**config.mk**
```make
export PLATFORM = sky130hd
export DESIGN_NAME = pcx_rle_planar_4bit_decoder_core
export DESIGN_NICKNAME = d
export VERILOG_FILES = /design/src/pcxd_pkg.sv /design/src/pcx_rle_planar_4bit_decoder_core.sv /design/src/pcxd_ram.sv
export SDC_FILE = /design/constraint.sdc
export NUM_CORES = 2
export LEC_CHECK = 0
export BUFFER_PORTS_ARGS = -buffer_cell sky130_fd_sc_hd__buf_4
export CAP_MARGIN = 0
export CORE_UTILIZATION = 42
export CTS_BUF_LIST = sky130_fd_sc_hd__clkbuf_4
export DETAILED_ROUTE_END_ITERATION = 10
export GPL_ROUTABILITY_DRIVEN = 0
export PLACE_DENSITY = 0.59
export SYNTH_ARGS = -nofsm -noshare
export SYNTH_HDL_FRONTEND = slang
export SYNTH_SLANG_ARGS = --single-unit
```
**constraint.sdc**
```tcl
create_clock -name clock -period 6.1 [get_ports clock]
set_input_delay 0.305 -clock clock [delete_from_list [all_inputs] [get_ports clock]]
set_output_delay 0.305 -clock clock [all_outputs]
set_load 0.02 [all_outputs]
```
**src/pcxd_pkg.sv**
```systemverilog
// ----------------------------------------------------------------------------
// pcxd_pkg
// shared constants and types of the pcx planar 4-bit run-length decoder
// ----------------------------------------------------------------------------
package pcxd_pkg;

   localparam int MAX_PLANE_BYTES = 128;
   localparam int PLANES          = 4;
   localparam int STORE_W         = 8 * (PLANES - 1);
   localparam int GROUP_PIXELS    = 8;
   localparam int CFG_W           = 11;
   localparam int BASE_W          = 14;
   localparam int LINE_W          = 10;
   localparam int RUN_W           = 6;

   localparam logic [7:0]       RUN_FLAG       = 8'hC0;
   localparam logic [1:0]       LAST_PLANE     = 2'(PLANES - 1);
   localparam logic [CFG_W-1:0] HEIGHT_LIMIT   = 11'd1024;
   localparam logic [CFG_W-1:0] WIDTH_RESET    = 11'd320;
   localparam logic [7:0]       PLANE_B_RESET  = 8'd40;
   localparam logic [CFG_W-1:0] HEIGHT_RESET   = 11'd200;

   typedef enum logic [1:0] {
      CSR_IMAGE_WIDTH      = 2'd0,
      CSR_PLANE_LINE_BYTES = 2'd1,
      CSR_IMAGE_HEIGHT     = 2'd2
   } csr_index_type;

endpackage

```
**src/pcx_rle_planar_4bit_decoder_core.sv**
```systemverilog
// ----------------------------------------------------------------------------
// pcx_rle_planar_4bit_decoder_core
// pcx run-length decoder for four-plane 4-bit images, one coded byte per item
// ----------------------------------------------------------------------------
// Coded bytes enter on the req_ channel, one item at a time. A literal byte
// is accepted, read from the line store and then updated; in a run of n
// bytes, every decoded byte repeats the read and update, because each does a
// read-modify-write of the line store that holds planes 0 to 2. A count byte
// is only accepted. Each plane-3 byte inside the width gives one rsp_ item of
// up to eight pixels; results are held one deep before the output register so
// that run_last can be set on the final one, and the decoder stalls while the
// output side does not take them. Configuration is written on the csr_
// channel, which is always ready. The line store needs no clearing.
// ----------------------------------------------------------------------------
module pcx_rle_planar_4bit_decoder_core #(
   parameter int MAX_PLANE_BYTES = pcxd_pkg::MAX_PLANE_BYTES
) (
   input  logic        clock,
   input  logic        reset,
   input  logic        req_valid,
   output logic        req_ready,
   input  logic [7:0]  req_code_byte,
   output logic        rsp_valid,
   input  logic        rsp_ready,
   output logic [31:0] rsp_pixel_group,
   output logic [3:0]  rsp_pixel_count,
   output logic        rsp_line_end,
   output logic        rsp_frame_end,
   output logic        rsp_run_last,
   input  logic        csr_valid,
   output logic        csr_ready,
   input  logic [1:0]  csr_index,
   input  logic [10:0] csr_data
);

   localparam int POS_W  = (MAX_PLANE_BYTES > 1) ? $clog2(MAX_PLANE_BYTES) : 1;
   localparam int CFG_W  = pcxd_pkg::CFG_W;
   localparam int BASE_W = pcxd_pkg::BASE_W;
   localparam int RUN_W  = pcxd_pkg::RUN_W;
   localparam int LINE_W = pcxd_pkg::LINE_W;
   localparam int SW     = pcxd_pkg::STORE_W;
   localparam logic [CFG_W-1:0] PLB_MAX = CFG_W'(MAX_PLANE_BYTES);

   typedef enum logic [1:0] {
      ST_IDLE,
      ST_READ,
      ST_EXEC
   } state_type;

   state_type         state_ff, state_in;
   logic [CFG_W-1:0]  width_ff, width_in;
   logic [7:0]        plb_ff, plb_in;
   logic [CFG_W-1:0]  height_ff, height_in;
   logic [RUN_W-1:0]  run_left_ff, run_left_in;
   logic              await_ff, await_in;
   logic [1:0]        plane_ff, plane_in;
   logic [POS_W-1:0]  pos_ff, pos_in;
   logic [LINE_W-1:0] line_ff, line_in;
   logic [RUN_W-1:0]  reps_ff, reps_in;
   logic [7:0]        value_ff, value_in;
   logic              pend_valid_ff, pend_valid_in;
   logic              pend_final_ff, pend_final_in;
   logic [31:0]       pend_group_ff, pend_group_in;
   logic [3:0]        pend_count_ff, pend_count_in;
   logic              pend_lend_ff, pend_lend_in;
   logic              pend_fend_ff, pend_fend_in;
   logic              rsp_valid_ff, rsp_valid_in;
   logic [31:0]       rsp_group_ff, rsp_group_in;
   logic [3:0]        rsp_count_ff, rsp_count_in;
   logic              rsp_lend_ff, rsp_lend_in;
   logic              rsp_fend_ff, rsp_fend_in;
   logic              rsp_last_ff, rsp_last_in;

   logic [SW-1:0]     store_rd;
   logic [SW-1:0]     store_wr;
   logic              store_we;

   logic [CFG_W-1:0]  plb_eff;
   logic [CFG_W-1:0]  height_eff;
   logic [BASE_W-1:0] base;
   logic [BASE_W-1:0] w_even;
   logic [BASE_W-1:0] diff;
   logic [3:0]        cnt;
   logic [31:0]       group;
   logic              plane_end;
   logic              last_line;
   logic              lend;
   logic              exec_emit;
   logic              out_free;
   logic              go;
   logic              push;
   logic              last_rep;
   logic              req_take;

   pcxd_ram #(
      .WIDTH (SW),
      .DEPTH (MAX_PLANE_BYTES)
   ) u_store (
      .clock   (clock),
      .wr_en   (store_we),
      .wr_addr (pos_ff),
      .wr_data (store_wr),
      .rd_addr (pos_ff),
      .rd_data (store_rd)
   );

   always_comb begin
      plb_eff = {3'b000, plb_ff};
      if (plb_eff == '0) begin
         plb_eff = CFG_W'(1);
      end else if (plb_eff > PLB_MAX) begin
         plb_eff = PLB_MAX;
      end
      height_eff = height_ff;
      if (height_eff == '0) begin
         height_eff = CFG_W'(1);
      end else if (height_eff > pcxd_pkg::HEIGHT_LIMIT) begin
         height_eff = pcxd_pkg::HEIGHT_LIMIT;
      end
   end

   always_comb begin
      base      = BASE_W'(pos_ff) << 3;
      w_even    = BASE_W'({width_ff[CFG_W-1:1], 1'b0});
      diff      = w_even - base;
      cnt       = (diff > BASE_W'(8)) ? 4'd8 : diff[3:0];
      plane_end = (CFG_W'(pos_ff) + CFG_W'(1)) >= plb_eff;
      last_line = (CFG_W'(line_ff) + CFG_W'(1)) >= height_eff;
      lend      = ((base + BASE_W'(8)) >= w_even) || plane_end;
      for (int k = 0; k < pcxd_pkg::GROUP_PIXELS; k++) begin
         if (k < int'(cnt)) begin
            group[4*k +: 4] = {value_ff[7-k], store_rd[23-k], store_rd[15-k], store_rd[7-k]};
         end else begin
            group[4*k +: 4] = 4'h0;
         end
      end
   end

   always_comb begin
      case (plane_ff)
         2'd0:    store_wr = {store_rd[23:8], value_ff};
         2'd1:    store_wr = {store_rd[23:16], value_ff, store_rd[7:0]};
         default: store_wr = {value_ff, store_rd[15:0]};
      endcase
   end

   assign exec_emit = (state_ff == ST_EXEC) && (plane_ff == pcxd_pkg::LAST_PLANE)
                      && (base < w_even);
   assign out_free  = !rsp_valid_ff || rsp_ready;
   assign go        = (state_ff == ST_EXEC) && (!exec_emit || !pend_valid_ff || out_free);
   assign push      = pend_valid_ff && out_free && (pend_final_ff || (go && exec_emit));
   assign last_rep  = (reps_ff == RUN_W'(1));
   assign store_we  = (state_ff == ST_EXEC) && (plane_ff != pcxd_pkg::LAST_PLANE);
   assign req_take  = req_valid && req_ready;

   always_comb begin
      state_in      = state_ff;
      width_in      = width_ff;
      plb_in        = plb_ff;
      height_in     = height_ff;
      run_left_in   = run_left_ff;
      await_in      = await_ff;
      plane_in      = plane_ff;
      pos_in        = pos_ff;
      line_in       = line_ff;
      reps_in       = reps_ff;
      value_in      = value_ff;
      pend_valid_in = pend_valid_ff;
      pend_final_in = pend_final_ff;
      pend_group_in = pend_group_ff;
      pend_count_in = pend_count_ff;
      pend_lend_in  = pend_lend_ff;
      pend_fend_in  = pend_fend_ff;
      rsp_valid_in  = rsp_valid_ff;
      rsp_group_in  = rsp_group_ff;
      rsp_count_in  = rsp_count_ff;
      rsp_lend_in   = rsp_lend_ff;
      rsp_fend_in   = rsp_fend_ff;
      rsp_last_in   = rsp_last_ff;

      if (csr_valid) begin
         case (csr_index)
            pcxd_pkg::CSR_IMAGE_WIDTH:      width_in  = csr_data;
            pcxd_pkg::CSR_PLANE_LINE_BYTES: plb_in    = csr_data[7:0];
            pcxd_pkg::CSR_IMAGE_HEIGHT:     height_in = csr_data;
            default: ;
         endcase
      end

      case (state_ff)
         ST_IDLE: begin
            if (req_take) begin
               value_in = req_code_byte;
               if (!await_ff && (req_code_byte >= pcxd_pkg::RUN_FLAG)) begin
                  run_left_in = req_code_byte[RUN_W-1:0];
                  await_in    = 1'b1;
               end else begin
                  reps_in     = await_ff ? run_left_ff : RUN_W'(1);
                  run_left_in = '0;
                  await_in    = 1'b0;
                  if (!await_ff || (run_left_ff != '0)) begin
                     state_in = ST_READ;
                  end
               end
            end
         end
         ST_READ: begin
            state_in = ST_EXEC;
         end
         ST_EXEC: begin
            if (go) begin
               reps_in  = reps_ff - RUN_W'(1);
               state_in = last_rep ? ST_IDLE : ST_READ;
               if (plane_end) begin
                  pos_in = '0;
                  if (plane_ff == pcxd_pkg::LAST_PLANE) begin
                     plane_in = 2'd0;
                     line_in  = last_line ? '0 : line_ff + LINE_W'(1);
                  end else begin
                     plane_in = plane_ff + 2'd1;
                  end
               end else begin
                  pos_in = pos_ff + POS_W'(1);
               end
            end
         end
         default: begin
            state_in = ST_IDLE;
         end
      endcase

      if (push) begin
         rsp_valid_in = 1'b1;
         rsp_group_in = pend_group_ff;
         rsp_count_in = pend_count_ff;
         rsp_lend_in  = pend_lend_ff;
         rsp_fend_in  = pend_fend_ff;
         rsp_last_in  = pend_final_ff;
      end else if (rsp_ready) begin
         rsp_valid_in = 1'b0;
      end

      if (go && exec_emit) begin
         pend_valid_in = 1'b1;
         pend_final_in = last_rep;
         pend_group_in = group;
         pend_count_in = cnt;
         pend_lend_in  = lend;
         pend_fend_in  = lend && last_line;
      end else if (push) begin
         pend_valid_in = 1'b0;
      end else if (go && last_rep && pend_valid_ff) begin
         pend_final_in = 1'b1;
      end
   end

   always_ff @(posedge clock) begin
      if (reset) begin
         state_ff      <= ST_IDLE;
         width_ff      <= pcxd_pkg::WIDTH_RESET;
         plb_ff        <= pcxd_pkg::PLANE_B_RESET;
         height_ff     <= pcxd_pkg::HEIGHT_RESET;
         run_left_ff   <= '0;
         await_ff      <= 1'b0;
         plane_ff      <= '0;
         pos_ff        <= '0;
         line_ff       <= '0;
         reps_ff       <= '0;
         pend_valid_ff <= 1'b0;
         pend_final_ff <= 1'b0;
         rsp_valid_ff  <= 1'b0;
      end else begin
         state_ff      <= state_in;
         width_ff      <= width_in;
         plb_ff        <= plb_in;
         height_ff     <= height_in;
         run_left_ff   <= run_left_in;
         await_ff      <= await_in;
         plane_ff      <= plane_in;
         pos_ff        <= pos_in;
         line_ff       <= line_in;
         reps_ff       <= reps_in;
         pend_valid_ff <= pend_valid_in;
         pend_final_ff <= pend_final_in;
         rsp_valid_ff  <= rsp_valid_in;
      end
      value_ff      <= value_in;
      pend_group_ff <= pend_group_in;
      pend_count_ff <= pend_count_in;
      pend_lend_ff  <= pend_lend_in;
      pend_fend_ff  <= pend_fend_in;
      rsp_group_ff  <= rsp_group_in;
      rsp_count_ff  <= rsp_count_in;
      rsp_lend_ff   <= rsp_lend_in;
      rsp_fend_ff   <= rsp_fend_in;
      rsp_last_ff   <= rsp_last_in;
   end

   assign req_ready       = (state_ff == ST_IDLE);
   assign csr_ready       = 1'b1;
   assign rsp_valid       = rsp_valid_ff;
   assign rsp_pixel_group = rsp_group_ff;
   assign rsp_pixel_count = rsp_count_ff;
   assign rsp_line_end    = rsp_lend_ff;
   assign rsp_frame_end   = rsp_fend_ff;
   assign rsp_run_last    = rsp_last_ff;

   // a held result that is not yet final only exists while a run is decoding
   a_pend_open_busy: assert property (@(posedge clock) disable iff (reset)
      (pend_valid_ff && !pend_final_ff) |-> (state_ff != ST_IDLE))
      else $error("open pending item while idle");

   // an item leaves without run_last only when a newer one replaces it
   a_push_not_last: assert property (@(posedge clock) disable iff (reset)
      (push && !pend_final_ff) |-> (go && exec_emit))
      else $error("pending item pushed without successor");

   // reps left is never zero while decoding
   a_reps_live: assert property (@(posedge clock) disable iff (reset)
      ((state_ff == ST_READ) || (state_ff == ST_EXEC)) |-> (reps_ff != '0))
      else $error("decoding with no reps left");

   // a stalled execute step keeps its store address
   a_stall_hold: assert property (@(posedge clock) disable iff (reset)
      ((state_ff == ST_EXEC) && !go) |=> ((state_ff == ST_EXEC) && $stable(pos_ff)))
      else $error("execute stall lost its address");

endmodule

```
**src/pcxd_ram.sv**
```systemverilog
// ----------------------------------------------------------------------------
// pcxd_ram
// generic single-write, single-read memory with registered read data
// ----------------------------------------------------------------------------
module pcxd_ram #(
   parameter int WIDTH = 24,
   parameter int DEPTH = 128
) (
   input  logic                                   clock,
   input  logic                                   wr_en,
   input  logic [(DEPTH > 1 ? $clog2(DEPTH) : 1)-1:0] wr_addr,
   input  logic [WIDTH-1:0]                       wr_data,
   input  logic [(DEPTH > 1 ? $clog2(DEPTH) : 1)-1:0] rd_addr,
   output logic [WIDTH-1:0]                       rd_data
);

   logic [WIDTH-1:0] mem_ff [DEPTH];
   logic [WIDTH-1:0] rd_data_ff;

   always_ff @(posedge clock) begin
      if (wr_en) begin
         mem_ff[wr_addr] <= wr_data;
      end
      rd_data_ff <= mem_ff[rd_addr];
   end

   assign rd_data = rd_data_ff;

endmodule
```
After elaboration in Yosys (flattened, before gate mapping)
Memory sizes are Yosys's and may differ from the RTL's. A register that Yosys moved wholly into a read port is not among the register bits.
Index checks and enable logic that the tools add are counted.
Storage, ports and cells
  flip-flop bits (word level): 152
  memory bits (writable): 3072
  input port bits: 26
  output and inout bits: 42
  logic and storage cells: 141
  memories kept: 1
Operators by class
  add/sub/neg operators: 8
  order comparisons: 16
  equal/unequal tests: 13
  muxes and demuxes: 31
  reductions and logical operators: 42
Memory list
  u_store.mem_ff: words 128, width 24, read ports 1, clocked after memory_dff 1, write ports 1, line pcxd_ram.sv:17  | logic [WIDTH-1:0] mem_ff [DEPTH];
Operators with widths (count)
  $pmux 24 s2: 1
  $mux 11: 3
  $mux 6: 5
  $ge 11x11->1: 2
  $lt 3x4->1 const A: 4
  $gt 14x4->1 const B: 1
  $logic_and 1x1->1: 12
  $pmux 6 s2: 1
  $reduce_and 2->1: 6
  $reduce_and 4->1: 3
  $sub 11x10->12: 1
  $add 10x1->11 const B: 1
  $add 10x4->11 const B: 1
  $ge 8x11->1: 1
  $gt 11x11->1 const B: 1
  $logic_not 11->1: 1
  $lt 10x11->1: 1
  $mux 1: 11
  $add 10x1->10 const B: 1
  $mux 10: 1
  $mux 2: 5
  $add 7x1->8 const B: 1
  $ge 8x8->1 const B: 1
  $gt 8x8->1 const B: 1
  other kinds (21): 44

Longest topological paths before layout
  depth in word-level cells: 12
  depth in mapped cells: 19
  depth with buffers taken out: 12

By module
A second synthesis with hierarchy kept.
Unflattened totals
  cells, all modules: 5236
  area total of the unflattened synthesis: 124800.9 um^2
Modules (own cells, without submodules)
  pcxd_ram: times used 1, cells each 4538, area each 117381.3 um^2, seq. area each 92728.9 um^2
  pcx_rle_planar_4bit_decoder_core: times used 1, cells each 698, area each 7419.6 um^2, seq. area each 3813.7 um^2

Worst setup path before layout
Ideal clock, no wire load.
  path kind: register to register
  start point: register pos_ff[1]
  end point: register pend_count_ff[1] (enable)
  library setup time: 0.477 ns
  arrival time: 5.365 ns
  data required time: 5.623 ns
  slack: 0.257 ns
  stages on the path, launching flop included: 13
  buffers on the path: 5
  period minus slack after synthesis: 5.843 ns
  cells stage by stage: dfxtp_1 -> buf_4 -> inv_1 -> buf_2 -> clkbuf_1 -> buf_2 -> buf_1 -> ha_1 -> nor2b_1 -> o21bai_1 -> o2111ai_1 -> a31o_2 -> nor3_1
On the way
  cells in the longest elaborated chain, start to end: 7
Ends and longest elaborated chain
  from (decl): line pcx_rle_planar_4bit_decoder_core.sv:57  | logic [POS_W-1:0] pos_ff, pos_in;
  from (signal assigned): line pcx_rle_planar_4bit_decoder_core.sv:280  | pos_ff <= pos_in;
  $lt 10x11->1 (*): line pcx_rle_planar_4bit_decoder_core.sv:148  | && (base < w_even);
  $logic_and 1x1->1 (*): line pcx_rle_planar_4bit_decoder_core.sv:148
  $logic_not 1->1: line pcx_rle_planar_4bit_decoder_core.sv:150  | assign go = (state_ff == ST_EXEC) && (!exec_emit || !pend_valid_ff || out_free);
  $logic_or 1x1->1 (2 in a row): line pcx_rle_planar_4bit_decoder_core.sv:150
  $logic_and 1x1->1: line pcx_rle_planar_4bit_decoder_core.sv:150
  $logic_and 1x1->1 (*): line pcx_rle_planar_4bit_decoder_core.sv:243  | if (go && exec_emit) begin
  to (signal assigned): line pcx_rle_planar_4bit_decoder_core.sv:289  | pend_count_ff <= pend_count_in;
  to (decl): line pcx_rle_planar_4bit_decoder_core.sv:64  | logic [3:0] pend_count_ff, pend_count_in;
Mark *: on every way between the ends. The rest lies on a longest branch, timed or not.
A chain may end at the register's enable or synchronous reset.

==> summary.txt <==
Clock tree
  • Clock Sinks: 3,245
  • TritonCTS clock tree: yes
  • Post-cts resize count: 0
  • H-Tree Depth: 6
  • Clock buffer depth: 4
  • Clock Latency Late Sink: 1.51 ns
  • CTS root buffer: clkbuf_4
  • Num CTS Buffers: 792
  • Setup Buffers After CTS: 0
  • Clk slew on worst S/H paths: 0.07 ns

Setup path
  • Worst Path Required: approximately 7.5 ns
  • Setup crit end kind: flop
  • Buf/Inv on CP: 1
  • CP Cell Sequence: buf_12 > mux4_2 > mux2i_1 > o22ai_1 > nor3_1 > nand3_1 > or4_1
  • Startpoint types: flop
  • CP top delay family: simple AND/OR/NAND/NOR gates
  • CP peak stage delay: a little over 1 ns
  • Crit path DAT: slightly below 7 ns
  • Worst-path fanout max: 81
  • Critical Path Slowest Stage Cell: nor3_1
  • Critical path class: flop to flop

Die
  • Core footprint: roughly 0.30 mm2
  • Die H: 549 um
  • Row count: 200
  • Die area: 0.302 mm2
  • Starting Density: between 40% and 50%
  • # IOs: 68
  • Die width: between 500 and 600 um

Final layout
  • Fin cells: ~13,000
  • Final Cell Area: 0.144 mm2
  • Layout area overhead: 14.1%
  • Fin nets: ~8,000
  • Filler cells: 25,200
  • Post-Route Utilization: 48.3%
  • Share of cells above drive strength 1: 26.6%

Yosys
  • Ys flop type: edfxtp_1
  • Synth Register Bits: roughly 3,200
  • Post-synth EDFFs: roughly 3,200
  • Count leader, synth: edfxtp_1
  • Seq/Total Area, Yosys: between 70% and 80%
  • Post-Syn Instances: 7,116
  • Top-area cell type share of the netlist area: 75.3%
  • Netlist cell types: 78
  • Post-Syn Nets: roughly 7,000
  • Synth area leader: edfxtp_1
  • Synth area leaders: edfxtp_1, mux4_2, mux2i_1
  • Mapped Area: ~0.13 mm2
  • Syn Area/Cell: approximately 18 um2
  • Asr flop ratio synth: 0%
  • Synth top cells by count: edfxtp_1, nor2_1, a221oi_1
  • Yosys warns: 0

Detailed routing
  • Vias per cell: 6.39
  • Routed wire length: 462 mm
  • Residual DRC: 0
  • Routed vias: 79,900
  • Routed len/inst: 36.9 um
  • Drt pass-1 iters: 7
  • Post-route ant nets: 0
  • Initial DRC count: between 10,000 and 15,000

Place
  • Hpwl dp: 275 mm
  • Port Buffers: 65
  • Post-DP Area: about 0.13 mm2
  • Placed cell count: 11,000

Power and ir drop
  • PD cells: 309 mW/mm2
  • Max VDD drop: between 0.00015 and 0.0002 V
  • Leakage: 45.7 nW

GRT
  • Number of global-route vias before repair: around 76,000
  • Overflow after GRT: 0
  • Initial antenna violation count: 50
  • First-pass GRT wire length: 625 mm
  • GRT Total Usage: 30.1%
  • Largest net degree at the start of global routing: 129

STA
  • Clk_skew: 0.188 ns
  • Finish-stage setup viols: 0
  • Fin crit period: 5.46 ns
  • Worst-Margin Slew: between 1.5 and 2 ns
  • Fin. max-slew vios: 4
  • Setup_tns: 0 ns
  • RSZ-0062 raised after global routing: false
  • Hold WS: 0.139 ns
  • Final-report hold violation count: 0
  • Period Utilization, post-route: about 90%
  • Worst slew margin: -15.5%
  • Highest clock rate: roughly 0.18 GHz

Status
  • Status: complete, but fails checks
  • Failing checks: capacitance limit, slew limit

Flow run
  • Max_cap viols: 2

Min path
  • HP Class: input port to flop
[cell usage in the layout (no fill, tap or decap), types with 13 or more instances in the layout]
cell           synthesis  layout
o21ai_0              217     212
a22oi_1              141     141
a31oi_1               15      15
nand2b_1              18      16
clkinv_1               1     164
o2111ai_1             14      14
nor3_1                27      24
o211ai_1              21      21
nor2_1               475     339
a22o_1                66      50
inv_6                  0      13
clkbuf_4               0    1150
a22o_4                 0      16
o22ai_1              134     133
o22a_1                25      25
dlygate4sd3_1          0      65
inv_1                 30      28
buf_12                 0      34
a221oi_1             422     422
nand4_1               18      18
o2bb2ai_1             16      16
clkinv_4               0      15
mux2_2               204     196
edfxtp_1            3155    3155
ha_1                  41      41
diode_2                0      28
or4_1                 13      13
dfxtp_1               90      84
o221ai_1              47      47
nand3_1               42      40
a211oi_1              20      20
mux4_2               203     203
a221o_1               39      39
nor2_2                 0     130
clkinv_2               0      16
nand2_1              286     284
a21oi_1              257     257
a21boi_0              24      24
buf_4                 74     414
mux2i_1              397     396
[flip-flops by register name, indices dropped and copies added (netlist names), 3 cells and up]
| signal | cells |
|---|---|
| line_ff | 10 |
| plb_ff | 8 |
| u_store.rd_data | 24 |
| reps_ff | 6 |
| rsp_pixel_group | 32 |
| pend_count_ff | 3 |
| value_ff | 8 |
| u_store.mem_ff | 3072 |
| height_ff | 11 |
| rsp_pixel_count | 3 |
| pos_ff | 7 |
| run_left_ff | 6 |
| pend_group_ff | 32 |
| width_ff | 10 |
[layer usage]
layer | up-vias | global-route usage (%) | part of all wire, %
met2 | 6578 | 44.1 | 44
met5 | - | 0.570 | 0.11
met3 | 1372 | 10.8 | 14
met1 | 40600 | 37.6 | 36
li1 | 31400 | - | -
met4 | 36 | 19.4 | 7.1
[what timing repair did]
item / 4_1_cts / 5_1_grt
endpoints found under the setup margin: 0 / 0
hold buffers: 66 / 0
hold endpoints to repair: 122 / 0
[stage by stage]
stage	power (mW)	worst slack, ns
global route	45.6	0.968
finish	44.4	0.641
global placement	26.8	0.756
floorplan	25.9	0.257
CTS	44.5	1.23
detailed placement	26.8	1.24
[cell families after synthesis]
kind of cell / share of synthesized area, %
adders and majority gates: 0.424
and+or+nand+nor: 3.28
other: 0.00597
xor gates and xnor gates: 0.0974
buffers and inverters: 1.97
AOI/OAI and AO/OA: 8.88
muxes: 8.63
DFF: 76.7
[cell type report]
type	instances	area, um2	share of cell area (%)
multi-input combinational	3372	27500	19.1
inverter	34	148	0.103
clock buffer	1150	8630	6.01
sequential	3245	96600	67.2
tap	3939	4930	3.43
clock inverter	228	1330	0.925
timing repair buffer	515	4460	3.11
antenna	28	70.1	0.0488
[tightest hold or removal path, cell delays in order]
cell and delay [ns]:
dlygate4sd3_1 0.54, buf_4 0.10, dlygate4sd3_1 0.55
[final timing paths]
path,start,endpoint,slack (ns),cells past startpoint
setup / recovery,pos_ff[1],u_store.rd_data[20],0.64,7
hold / removal,req_code_byte[6],value_ff[6],0.14,3
setup reg to reg,pos_ff[1],u_store.rd_data[20],0.64,7
hold reg to reg,pend_group_ff[26],rsp_pixel_group[26],0.41,0
[power breakdown]
group / switching, mW / internal, mW / total [mW]
Combinational: 1.36 / 0.368 / 1.72
Sequential: 0.0835 / 24.6 / 24.7
Clock: 8.84 / 9.08 / 17.9
Total: 10.3 / 34.1 / 44.4
Power figures use the tool's default switching activity.
